===== config.mk =====
export PLATFORM = sky130hd
export DESIGN_NAME = ppms_sine
export DESIGN_NICKNAME = d
export VERILOG_FILES = /design/src/rtl/ppms_pkg.sv /design/src/rtl/ppms_sine.sv
export SDC_FILE = /design/constraint.sdc
export NUM_CORES = 2
export LEC_CHECK = 0
export ABC_AREA = 1
export BUFFER_PORTS_ARGS = -buffer_cell sky130_fd_sc_hd__buf_2
export CAP_MARGIN = 20
export CORE_MARGIN = 3
export CORE_UTILIZATION = 50
export CTS_CLUSTER_SIZE = 30
export DETAILED_ROUTE_END_ITERATION = 8
export PLACE_DENSITY = 0.67
export SLEW_MARGIN = 20
export SYNTH_ARGS = -nofsm -noshare
export SYNTH_HDL_FRONTEND = slang
export SYNTH_SLANG_ARGS = --single-unit

===== constraint.sdc =====
create_clock -name clk -period 9.4 [get_ports clk]
set_clock_uncertainty 0.05 [all_clocks]
set_input_delay 1.88 -clock clk [delete_from_list [all_inputs] [get_ports clk]]
set_output_delay 1.88 -clock clk [all_outputs]
set_load 0.05 [all_outputs]

===== src/rtl/ppms_pkg.sv =====
`default_nettype none

package ppms_pkg;

    localparam int unsigned TRIG_ENTRIES_DEF = 1024;
    localparam int unsigned FIELD_W          = 16;
    localparam int unsigned COST_W           = 24;
    localparam int unsigned CFG_IDX_W        = 3;
    localparam int unsigned CFG_DATA_W       = 24;
    localparam int unsigned TRIG_W           = 18;
    localparam int unsigned SINE_LAT         = 6;
    localparam int unsigned QUO_W            = 24;

    localparam logic [COST_W-1:0] COST_MAX = '1;

    localparam logic [FIELD_W-1:0] PAR_W_RST  = 16'd2560;
    localparam logic [FIELD_W-1:0] ORTH_W_RST = 16'd12800;
    localparam logic [FIELD_W-1:0] HEAD_W_RST = 16'd256;
    localparam logic [FIELD_W-1:0] AREA_W_RST = 16'd256;
    localparam logic [FIELD_W-1:0] SIZE_RST   = 16'd512;
    localparam logic [COST_W-1:0]  THR_RST    = 24'd65536;

    localparam logic [16:0] SIN_A = 17'd102944;
    localparam logic [16:0] SIN_B = 17'd42334;
    localparam logic [16:0] SIN_C = 17'd5223;
    localparam logic [16:0] SIN_D = 17'd307;

    typedef enum logic [CFG_IDX_W-1:0] {
        REG_PARALLEL_WEIGHT   = 3'd0,
        REG_ORTHOGONAL_WEIGHT = 3'd1,
        REG_HEADING_WEIGHT    = 3'd2,
        REG_AREA_WEIGHT       = 3'd3,
        REG_IMAGE_SIZE        = 3'd4,
        REG_ACCEPT_THRESHOLD  = 3'd5
    } cfg_reg_t;

    typedef logic signed [TRIG_W-1:0] trig_t;

endpackage

`default_nettype wire


===== src/rtl/ppms_sine.sv =====
`default_nettype none

module ppms_sine (
    input  logic                  clk,
    input  logic                  en,
    input  logic [15:0]           angle,
    output ppms_pkg::trig_t       sin_val,
    output ppms_pkg::trig_t       cos_val
);
    import ppms_pkg::*;

    trig_t res_reg [2];

    for (genvar l = 0; l < 2; l++)
    begin : g_lane
        logic [15:0] ang;
        logic [16:0] x_in;
        logic [16:0] x_reg  [5];
        logic        neg_reg [5];
        logic [16:0] x2_reg [3];
        logic [12:0] t1_reg;
        logic [15:0] t2_reg;
        logic [16:0] t3_reg;
        logic [33:0] sq, p1, p2, p3, p4;
        logic [17:0] r;
        logic [16:0] rc;

        assign ang  = (l == 0) ? angle : angle + 16'd16384;
        assign x_in = ang[14] ? (17'd65536 - 17'({ang[13:0], 2'b00}))
                              : 17'({ang[13:0], 2'b00});

        assign sq = 34'(x_reg[0]) * 34'(x_reg[0]);
        assign p1 = 34'(x2_reg[0]) * 34'(SIN_D);
        assign p2 = 34'(x2_reg[1]) * 34'(t1_reg);
        assign p3 = 34'(x2_reg[2]) * 34'(t2_reg);
        assign p4 = 34'(x_reg[4]) * 34'(t3_reg);
        assign r  = p4[33:16];
        assign rc = (r > 18'd65536) ? 17'd65536 : r[16:0];

        always_ff @(posedge clk)
        begin
            if (en)
            begin
                x_reg[0]   <= x_in;
                neg_reg[0] <= ang[15];
                for (int i = 1; i < 5; i++)
                begin
                    x_reg[i]   <= x_reg[i-1];
                    neg_reg[i] <= neg_reg[i-1];
                end
                x2_reg[0] <= sq[32:16];
                x2_reg[1] <= x2_reg[0];
                x2_reg[2] <= x2_reg[1];
                t1_reg    <= 13'(SIN_C - p1[32:16]);
                t2_reg    <= 16'(SIN_B - p2[32:16]);
                t3_reg    <= SIN_A - p3[32:16];
                res_reg[l] <= neg_reg[4] ? -trig_t'({1'b0, rc}) : trig_t'({1'b0, rc});
            end
        end
    end

    assign sin_val = res_reg[0];
    assign cos_val = res_reg[1];

endmodule

`default_nettype wire


==> results.py <==
metrics = {
    "outcome": {
        "outcome": "finished clean",
    },
    "clocking": {
        "cts_buffers": 48,
        "clkLatencyLatePin_ns": 0.63,
        "cts_resized": 0,
        "cts_max_level": 2,
        "clk_pin_slew_ns": 0.07,
        "cts_tree": "done",
        "ctsHoldBuffers": 0,
        "clockBufferDepth": 3,
        "root_buffer": "clkbuf_16",
        "clock_sinks": 381,
        "cts_setup_buffers": 0,
    },
    "critical_path": {
        "crit_path_max_incr_delay_ns": 0.84,
        "worstPathArrival_ns": 8.15,
        "start_kind": "register",
        "crit_path_end_kind": "register",
        "worstSetupStartpoint": "g_lane[1].x_reg[0][77]",
        "critPathBufInv": 7,
        "crit_slowest_cell": "edfxtp_1",
        "critPathKind": "reg -> reg",
        "critPathTopFamily": "adder cells",
        "crit_path_frequent_cell": "nand2_1",
        "r2r_setup_slack_ns": 1.59,
        "worstReg2RegStart": "g_lane[1].x_reg[0][77]",
        "path_max_fanout": 18,
        "required_ns": 9.74,
    },
    "global_route": {
        "grt_max_degree": 170,
        "grt_pass1_vias": 66094,
        "overflow": 0,
        "antenna_found_initial": 10,
        "grt.total_usage": 0.241,
        "grt_pass1_wl_microns": 333000,
    },
    "timing": {
        "post-route-min-period_ns": 7.81,
        "slew-limit-headroom": 0.323,
        "timing.setup.tns_ns": 0,
        "hold_viol": 0,
        "timing.hold.ws_ns": 0.358,
        "tightest_slew_ns": 1.02,
        "finalSetupViolCount": 0,
        "max_freq_mhz": 128,
        "rsz0062_at_grt": "false",
        "drv_slew": 0,
        "timing.final.crit_share": 0.831,
    },
    "synthesis": {
        "async_flop_share": 0,
        "yosysTopAreaCellShare": 0.352,
        "yosys.area.top_type": "fa_1",
        "synth_common_cells": "inv_1, nand2_1, fa_1",
        "yosys_most_used_dff": "edfxtp_1",
        "syn_area_per_cell_sq_um": 8.17,
        "synth-edff-count": 381,
        "ys_seq_area_frac": 0.139,
        "syn_nets": 12473,
        "yosys-top-cells-area": "fa_1, edfxtp_1, ha_1, inv_1, nand2_1",
        "synthDistinctLibCells": 63,
        "synthCells": 10096,
        "yosysWarnings": 0,
        "ys_seq_elements": 381,
        "yosysMostFrequentCell": "inv_1",
        "mappedNetlistArea_sq_mm": 0.0824,
    },
    "floorplan": {
        "fp-row-count": 148,
        "dieArea_sq_mm": 0.170,
        "core-area_sq_mm": 0.163,
        "ioPinCount": 54,
        "die_h_microns": 412,
        "floorplan.initialDensity": 0.505,
        "die_w_microns": 412,
    },
    "layout": {
        "largest_reg_flops": 145,
        "multi_input_area_sq_mm": 0.0588,
        "final_nets": 12244,
        "area_delta_synth_final_pct": 4.29,
        "drive_gt1_frac": 0.0240,
        "fillCellCount": 15206,
        "stdcell_count": 12088,
        "ff_latch_area_sq_mm": 0.0114,
    },
    "route": {
        "wl_per_cell_microns": 16.3,
        "dr.pass1.iters": 9,
        "drtAntennaViolNets": 0,
        "dr.first_iter.drc_count": 3767,
        "viasPerCell": 5.09,
        "dr_total_vias": 61486,
        "drt-total-wl_microns": 196000,
        "drcViolationCount": 0,
    },
    "placement": {
        "hpwl_microns": 162000,
        "port_buffers": 53,
        "dp_cells": 11992,
        "place.gp.congestion": 0.914,
    },
    "worst_hold_path": {
        "min_from": "g_lane[0].x_reg[0][62]",
        "hold_path_class": "reg -> reg",
    },
    "flow_run": {
        "drv_cap": 0,
    },
}
[metrics by stage]
| stage | utilization | setup slack [ns] | area, sq um |
|---|---|---|---|
| after global placement | 0.516 | 1.56 | 84200 |
| after detailed placement | 0.516 | 1.64 | 84200 |
| after global routing | 0.526 | 1.07 | 86000 |
| after floorplan | - | 2.37 | 82400 |
| final | 0.526 | 1.59 | 86000 |
| after CTS | 0.526 | 1.61 | 86000 |
[logic make-up (layout without fill, tap and decap cells)]
family / count (synthesis) / after routing / share of synthesized area
buffers and inverters: 3229 / 3040 / 0.147
adders and majority gates: 2359 / 2359 / 0.490
and+or+nand+nor: 3369 / 3369 / 0.163
DFF: 381 / 381 / 0.139
AOI/OAI and AO/OA: 564 / 564 / 0.0391
xor gates and xnor gates: 194 / 194 / 0.0214
other: 0 / 6 / 0
[path summary, 6_finish.rpt]
path	endpoint	depth (start not counted)
max	res_reg[0][34]	34
min	g_lane[0].x_reg[0][79]	0
max reg2reg	res_reg[0][34]	34
min reg2reg	g_lane[0].x_reg[0][79]	0
[routing by layer]
layer  wire (microns)  global-route usage  share of wire  vias up
met5               20                   0        0.00010        -
met4             4950              0.0620          0.025        4
met3            11900              0.0314          0.061      312
met2            96000               0.419           0.49     1774
met1            83600               0.318           0.43    30265
li1                 -                   -              -    29131
[final cells by class]
type | count | area share
repair buffers | 67 | 0.00457
clock buffers | 54 | 0.0145
clock inverters | 36 | 0.00584
well taps | 2175 | 0.0317
diodes | 6 | 0.000175
inverters | 2883 | 0.126
flip-flops and latches | 381 | 0.133
multi-input cells | 6486 | 0.684
[placed cells by master (no fill, tap or decap), types with 14 or more instances in the layout]
cell,instances
a21o_1,20
a21oi_1,271
buf_2,52
clkbuf_16,49
edfxtp_1,381
fa_1,1448
ha_1,911
inv_1,2871
nand2_1,2639
nand2_2,14
nand3_1,189
nand3b_1,29
nand4_1,59
nor2_1,323
nor2_2,15
nor3_1,51
o21a_1,18
o21ai_0,143
o21ai_1,14
o21bai_1,27
xnor2_1,56
xor2_1,131
Power is left out: the tool's default activity adds up to more than one toggle a clock period on the data nets, which glitch-free logic cannot reach.
