==> config.mk <==
export PLATFORM = sky130hd
export DESIGN_NAME = ppms_div
export DESIGN_NICKNAME = d
export VERILOG_FILES = /design/src/rtl/ppms_pkg.sv /design/src/rtl/ppms_div.sv
export SDC_FILE = /design/constraint.sdc
export NUM_CORES = 2
export LEC_CHECK = 0
export BUFFER_PORTS_ARGS = -buffer_cell sky130_fd_sc_hd__buf_4
export CELL_PAD_IN_SITES_DETAIL_PLACEMENT = 0
export CELL_PAD_IN_SITES_GLOBAL_PLACEMENT = 2
export CORE_MARGIN = 2
export CORE_UTILIZATION = 42
export CTS_CLUSTER_DIAMETER = 200
export CTS_CLUSTER_SIZE = 25
export DETAILED_ROUTE_END_ITERATION = 8
export PLACE_DENSITY_LB_ADDON = 0.1
export SLEW_MARGIN = 20
export SYNTH_ARGS = -nofsm -noshare
export SYNTH_HDL_FRONTEND = slang
export SYNTH_SLANG_ARGS = --single-unit
==> constraint.sdc <==
create_clock -name clk -period 4.2 [get_ports clk]
set_input_delay 0 -clock clk [delete_from_list [all_inputs] [get_ports clk]]
set_output_delay 0 -clock clk [all_outputs]
set_load 0.005 [all_outputs]
==> src/rtl/ppms_pkg.sv <==
`default_nettype none

package ppms_pkg;

    localparam int unsigned TRIG_ENTRIES_DEF = 1024;
    localparam int unsigned FIELD_W          = 16;
    localparam int unsigned COST_W           = 24;
    localparam int unsigned CFG_IDX_W        = 3;
    localparam int unsigned CFG_DATA_W       = 24;
    localparam int unsigned TRIG_W           = 18;
    localparam int unsigned SINE_LAT         = 6;
    localparam int unsigned QUO_W            = 24;

    localparam logic [COST_W-1:0] COST_MAX = '1;

    localparam logic [FIELD_W-1:0] PAR_W_RST  = 16'd2560;
    localparam logic [FIELD_W-1:0] ORTH_W_RST = 16'd12800;
    localparam logic [FIELD_W-1:0] HEAD_W_RST = 16'd256;
    localparam logic [FIELD_W-1:0] AREA_W_RST = 16'd256;
    localparam logic [FIELD_W-1:0] SIZE_RST   = 16'd512;
    localparam logic [COST_W-1:0]  THR_RST    = 24'd65536;

    localparam logic [16:0] SIN_A = 17'd102944;
    localparam logic [16:0] SIN_B = 17'd42334;
    localparam logic [16:0] SIN_C = 17'd5223;
    localparam logic [16:0] SIN_D = 17'd307;

    typedef enum logic [CFG_IDX_W-1:0] {
        REG_PARALLEL_WEIGHT   = 3'd0,
        REG_ORTHOGONAL_WEIGHT = 3'd1,
        REG_HEADING_WEIGHT    = 3'd2,
        REG_AREA_WEIGHT       = 3'd3,
        REG_IMAGE_SIZE        = 3'd4,
        REG_ACCEPT_THRESHOLD  = 3'd5
    } cfg_reg_t;

    typedef logic signed [TRIG_W-1:0] trig_t;

endpackage

`default_nettype wire

==> src/rtl/ppms_div.sv <==
`default_nettype none

module ppms_div #(
    parameter int unsigned NUM_W = 56,
    parameter int unsigned DEN_W = 32,
    parameter int unsigned QW    = ppms_pkg::QUO_W
) (
    input  logic             clk,
    input  logic             en,
    input  logic [NUM_W-1:0] num,
    input  logic [DEN_W-1:0] den,
    output logic [QW-1:0]    quo
);

    logic [DEN_W-1:0] rem_reg [QW];
    logic [QW-1:0]    low_reg [QW];
    logic [DEN_W-1:0] den_reg [QW];
    logic [QW-1:0]    quo_reg [QW];

    for (genvar i = 0; i < QW; i++)
    begin : g_step
        logic [DEN_W-1:0] rem_in;
        logic [DEN_W-1:0] den_in;
        logic [QW-1:0]    low_in;
        logic [QW-1:0]    quo_in;
        logic [DEN_W:0]   trial;
        logic             take;

        if (i == 0)
        begin : g_first
            assign rem_in = DEN_W'(num[NUM_W-1:QW]);
            assign low_in = num[QW-1:0];
            assign den_in = den;
            assign quo_in = '0;
        end
        else
        begin : g_next
            assign rem_in = rem_reg[i-1];
            assign low_in = low_reg[i-1];
            assign den_in = den_reg[i-1];
            assign quo_in = quo_reg[i-1];
        end

        // one quotient bit per stage
        assign trial = {rem_in, low_in[QW-1]};
        assign take  = trial >= {1'b0, den_in};

        always_ff @(posedge clk)
        begin
            if (en)
            begin
                rem_reg[i] <= take ? DEN_W'(trial - {1'b0, den_in}) : DEN_W'(trial);
                low_reg[i] <= low_in << 1;
                den_reg[i] <= den_in;
                quo_reg[i] <= {quo_in[QW-2:0], take};
            end
        end
    end

    assign quo = quo_reg[QW-1];

endmodule

`default_nettype wire

==> impl_metrics.json <==
{
  "status": "finished clean",
  "power_density_nw_per_um2": 738.1,
  "p_int_mw": 53.90,
  "antenna_found_initial": 20,
  "grt_max_degree": 157,
  "htree_levels": 3,
  "r2r-start": "den_reg[1][128]$_DFFE_PP_",
  "switchingPower_mw": 35.71,
  "timing.final.crit_share_pct": 93.11,
  "avgSynthCellArea_um2": 11.55,
  "first_iter_violations": 5567,
  "cts_sinks": 2048,
  "cts_tree": "yes",
  "ys.flop_type": "edfxtp_1",
  "p_sw_share_pct": 39.85,
  "dieArea_um2": 270300,
  "synth-edff-count": 2048,
  "ctsResizeCount": 0,
  "end_kind": "flip-flop",
  "cts_made_buffers": 91,
  "min_from": "num[50]",
  "drc": 0,
  "worstPathRequired_ns": 4.74,
  "cp-start-kind": "flip-flop",
  "coreArea_um2": 264900,
  "syn_nets": 10560,
  "syn_to_final_growth_pct": 8.614,
  "final.setup_skew_ns": 0.03691,
  "hold_viol": 0,
  "postCtsSetupRepairBufs": 0,
  "num_rows": 189,
  "cts_buffer_depth": 3,
  "gp_congestion": 0.8818,
  "clk_latency_ns": 0.79,
  "rr_worst_depth": 13,
  "hp-class": "primary input to flip-flop",
  "slew_headroom_pct": 32.49,
  "share_seq_of_total_power_pct": 37.4,
  "ir_worst_vdd_v": 0.0005269,
  "yosys_warnings": 0,
  "power_mw": 89.61,
  "synthCells": 9676,
  "finalCriticalPeriod_ns": 3.910,
  "dr_total_vias": 72630,
  "tightest_slew_ns": 1.013,
  "rrSetupSlack_ns": 0.29,
  "critPathMaxFanout": 4,
  "nets": 10810,
  "cts_root_buf": "clkbuf_16",
  "grt_util_all_layers_pct": 20.55,
  "synth.distinct_cells": 111,
  "rsz0062_at_grt": "no",
  "min_to": "rem_reg[0][27]$_DFFE_PP_",
  "layout-drive-gt1-share_pct": 7.476,
  "avgViaCountPerCell": 5.390,
  "reg2reg_to": "rem_reg[3][62]$_DFFE_PP_",
  "netlist_area_um2": 111800,
  "die-width_um": 519.9,
  "grt_overflow": 0,
  "fp.dieH_um": 519.9,
  "p_comb_share_pct": 51.0,
  "io_pins": 114,
  "clk_pin_slew_ns": 0.10,
  "setup_viol": 0,
  "wl_um": 284600,
  "max_freq_mhz": 255.7,
  "critPathKind": "flip-flop to flip-flop",
  "dp_hpwl_um": 217600,
  "grt_pass1_wl_um": 430300,
  "cap_violations": 0,
  "hold_buffers": 157,
  "first_pass_iters": 9,
  "ys_seq_elements": 2048,
  "ys_seq_area_share_pct": 55.02,
  "p_clk_share_pct": 11.6,
  "wl_per_cell_um": 21.12,
  "antenna_left": 0,
  "leakagePower_nw": 49.00,
  "async_reset_ff_share_pct": 0,
  "hold_depth": 3,
  "io_buffers": 113,
  "start_util_pct": 42.20,
  "slew_viol_final": 0,
  "grt_pass1_vias": 70480,
  "setup_tns_ns": 0,
  "crit_arrival_ns": 4.45
}
==> cells in the mapped netlist (115+ instances only) <==
cell type | count | area share [%]
a21o_1 | 436 | 2.9
nand4_1 | 127 | 0.71
xor2_1 | 235 | 1.8
mux2_2 | 232 | 2.3
edfxtp_1 | 2048 | 55
nor2_1 | 609 | 2.0
o21bai_1 | 115 | 0.77
clkbuf_1 | 154 | 0.52
inv_1 | 984 | 3.3
xnor2_1 | 375 | 2.9
o21ai_0 | 478 | 2.1
nand2_1 | 595 | 2.0
nor3_1 | 135 | 0.60
a21oi_1 | 874 | 3.9
ha_1 | 768 | 8.6
nand3_1 | 149 | 0.67
==> critical path: stages (launching register included) <==
cell and delay [ns]:
edfxtp_1 0.52, ha_1 0.27, fa_1 0.40, nand2b_1 0.19, a21o_1 0.21, a211oi_1 0.40, o21ai_0 0.18, a21boi_0 0.34
o21bai_1 0.17, o311ai_1 0.29, buf_4 0.21, a41o_1 0.19, o21ai_0 0.07, a31o_2 0.24
==> kinds of logic after synthesis <==
kind of cell / synth area share [%]
muxes: 3.216
buffers and inverters: 4.421
adders and majority gates: 9.008
DFF: 55.02
xor gates and xnor gates: 4.780
and+or+nand+nor: 8.870
AOI/OAI and AO/OA: 14.69
==> layout by cell type, fill, tap and decap left out, drive strengths merged, types with 108 or more instances in the layout <==
cell type / synthesis / routed
o21bai: 115 / 115
nor3: 137 / 137
nor2: 609 / 609
a21oi: 880 / 880
nand2: 595 / 595
edfxtp: 2048 / 2048
nand4: 127 / 127
a21o: 438 / 438
mux2: 280 / 280
xnor2: 375 / 375
ha: 768 / 768
o21ai: 509 / 509
buf: 95 / 261
inv: 984 / 987
dlygate4sd3: 0 / 157
xor2: 235 / 235
nor2b: 108 / 108
nand3: 149 / 149
==> metal layers <==
metal / vias up / global-route usage (%) / share of wire [%]
met5: - / 0 / 0.015
met4: 8 / 3.664 / 1.5
met3: 211 / 2.281 / 4.2
met2: 1257 / 33.04 / 46
met1: 35320 / 30.21 / 48
li1: 35840 / - / -
==> stage by stage <==
step / std cells / area [µm²] / util (%) / hold slack [ns] / worst slack, ns
final: 13480 / 121400 / 45.84 / 0.1081 / 0.2896
after global routing: 13470 / 121400 / 45.84 / 0.07781 / 0.04815
after CTS: 13470 / 121400 / 45.84 / 0.01563 / 0.2651
after detailed placement: 13220 / 117400 / 44.34 / 0.1795 / 0.3204
after global placement: 13220 / 117400 / 44.34 / 0.1801 / 0.3660
after floorplan: 9676 / 111800 / - / 0.09887 / 0.9130
==> cell type report <==
cell class | count | area [µm²]
Sequential cell | 2048 | 61500
Antenna cell | 4 | 10.01
Tap cell | 3533 | 4420
Clock inverter | 6 | 62.56
Inverter | 984 | 3694
Multi-Input combinational cell | 6389 | 45430
Fill cell | 24530 | 143400
Clock buffer | 93 | 2327
Timing Repair Buffer | 418 | 3964
==> worst max path at each step <==
| stage | start | endpoint | slack, ns | cells after the start |
|---|---|---|---|---|
| 6_report | den_reg[1][128]$_DFFE_PP_ | rem_reg[3][62]$_DFFE_PP_ | 0.29 | 13 |
| 5_1_grt | den_reg[2][96]$_DFFE_PP_ | rem_reg[5][30]$_DFFE_PP_ | 0.05 | 13 |
| 3_3_place_gp | den_reg[1][2]$_DFFE_PP_ | rem_reg[2][42]$_DFFE_PP_ | 0.37 | 13 |
| 4_1_cts | den_reg[1][2]$_DFFE_PP_ | rem_reg[2][42]$_DFFE_PP_ | 0.27 | 13 |
| 3_5_place_dp | den_reg[1][2]$_DFFE_PP_ | rem_reg[2][42]$_DFFE_PP_ | 0.32 | 13 |
| 2_1_floorplan | den_reg[2][0]$_DFFE_PP_ | rem_reg[4][56]$_DFFE_PP_ | 0.91 | 12 |
==> power groups by stage <==
stage,logic [mW],clock network [mW],registers (mW)
finish,45.7,10.4,33.5
global route,50.9,11.5,34.1
CTS,45.7,11.0,33.8
detailed placement,45.2,0,34.2
global placement,45.2,0,34.3
floorplan,34.3,0,31.9
Power figures use the tool's default switching activity.
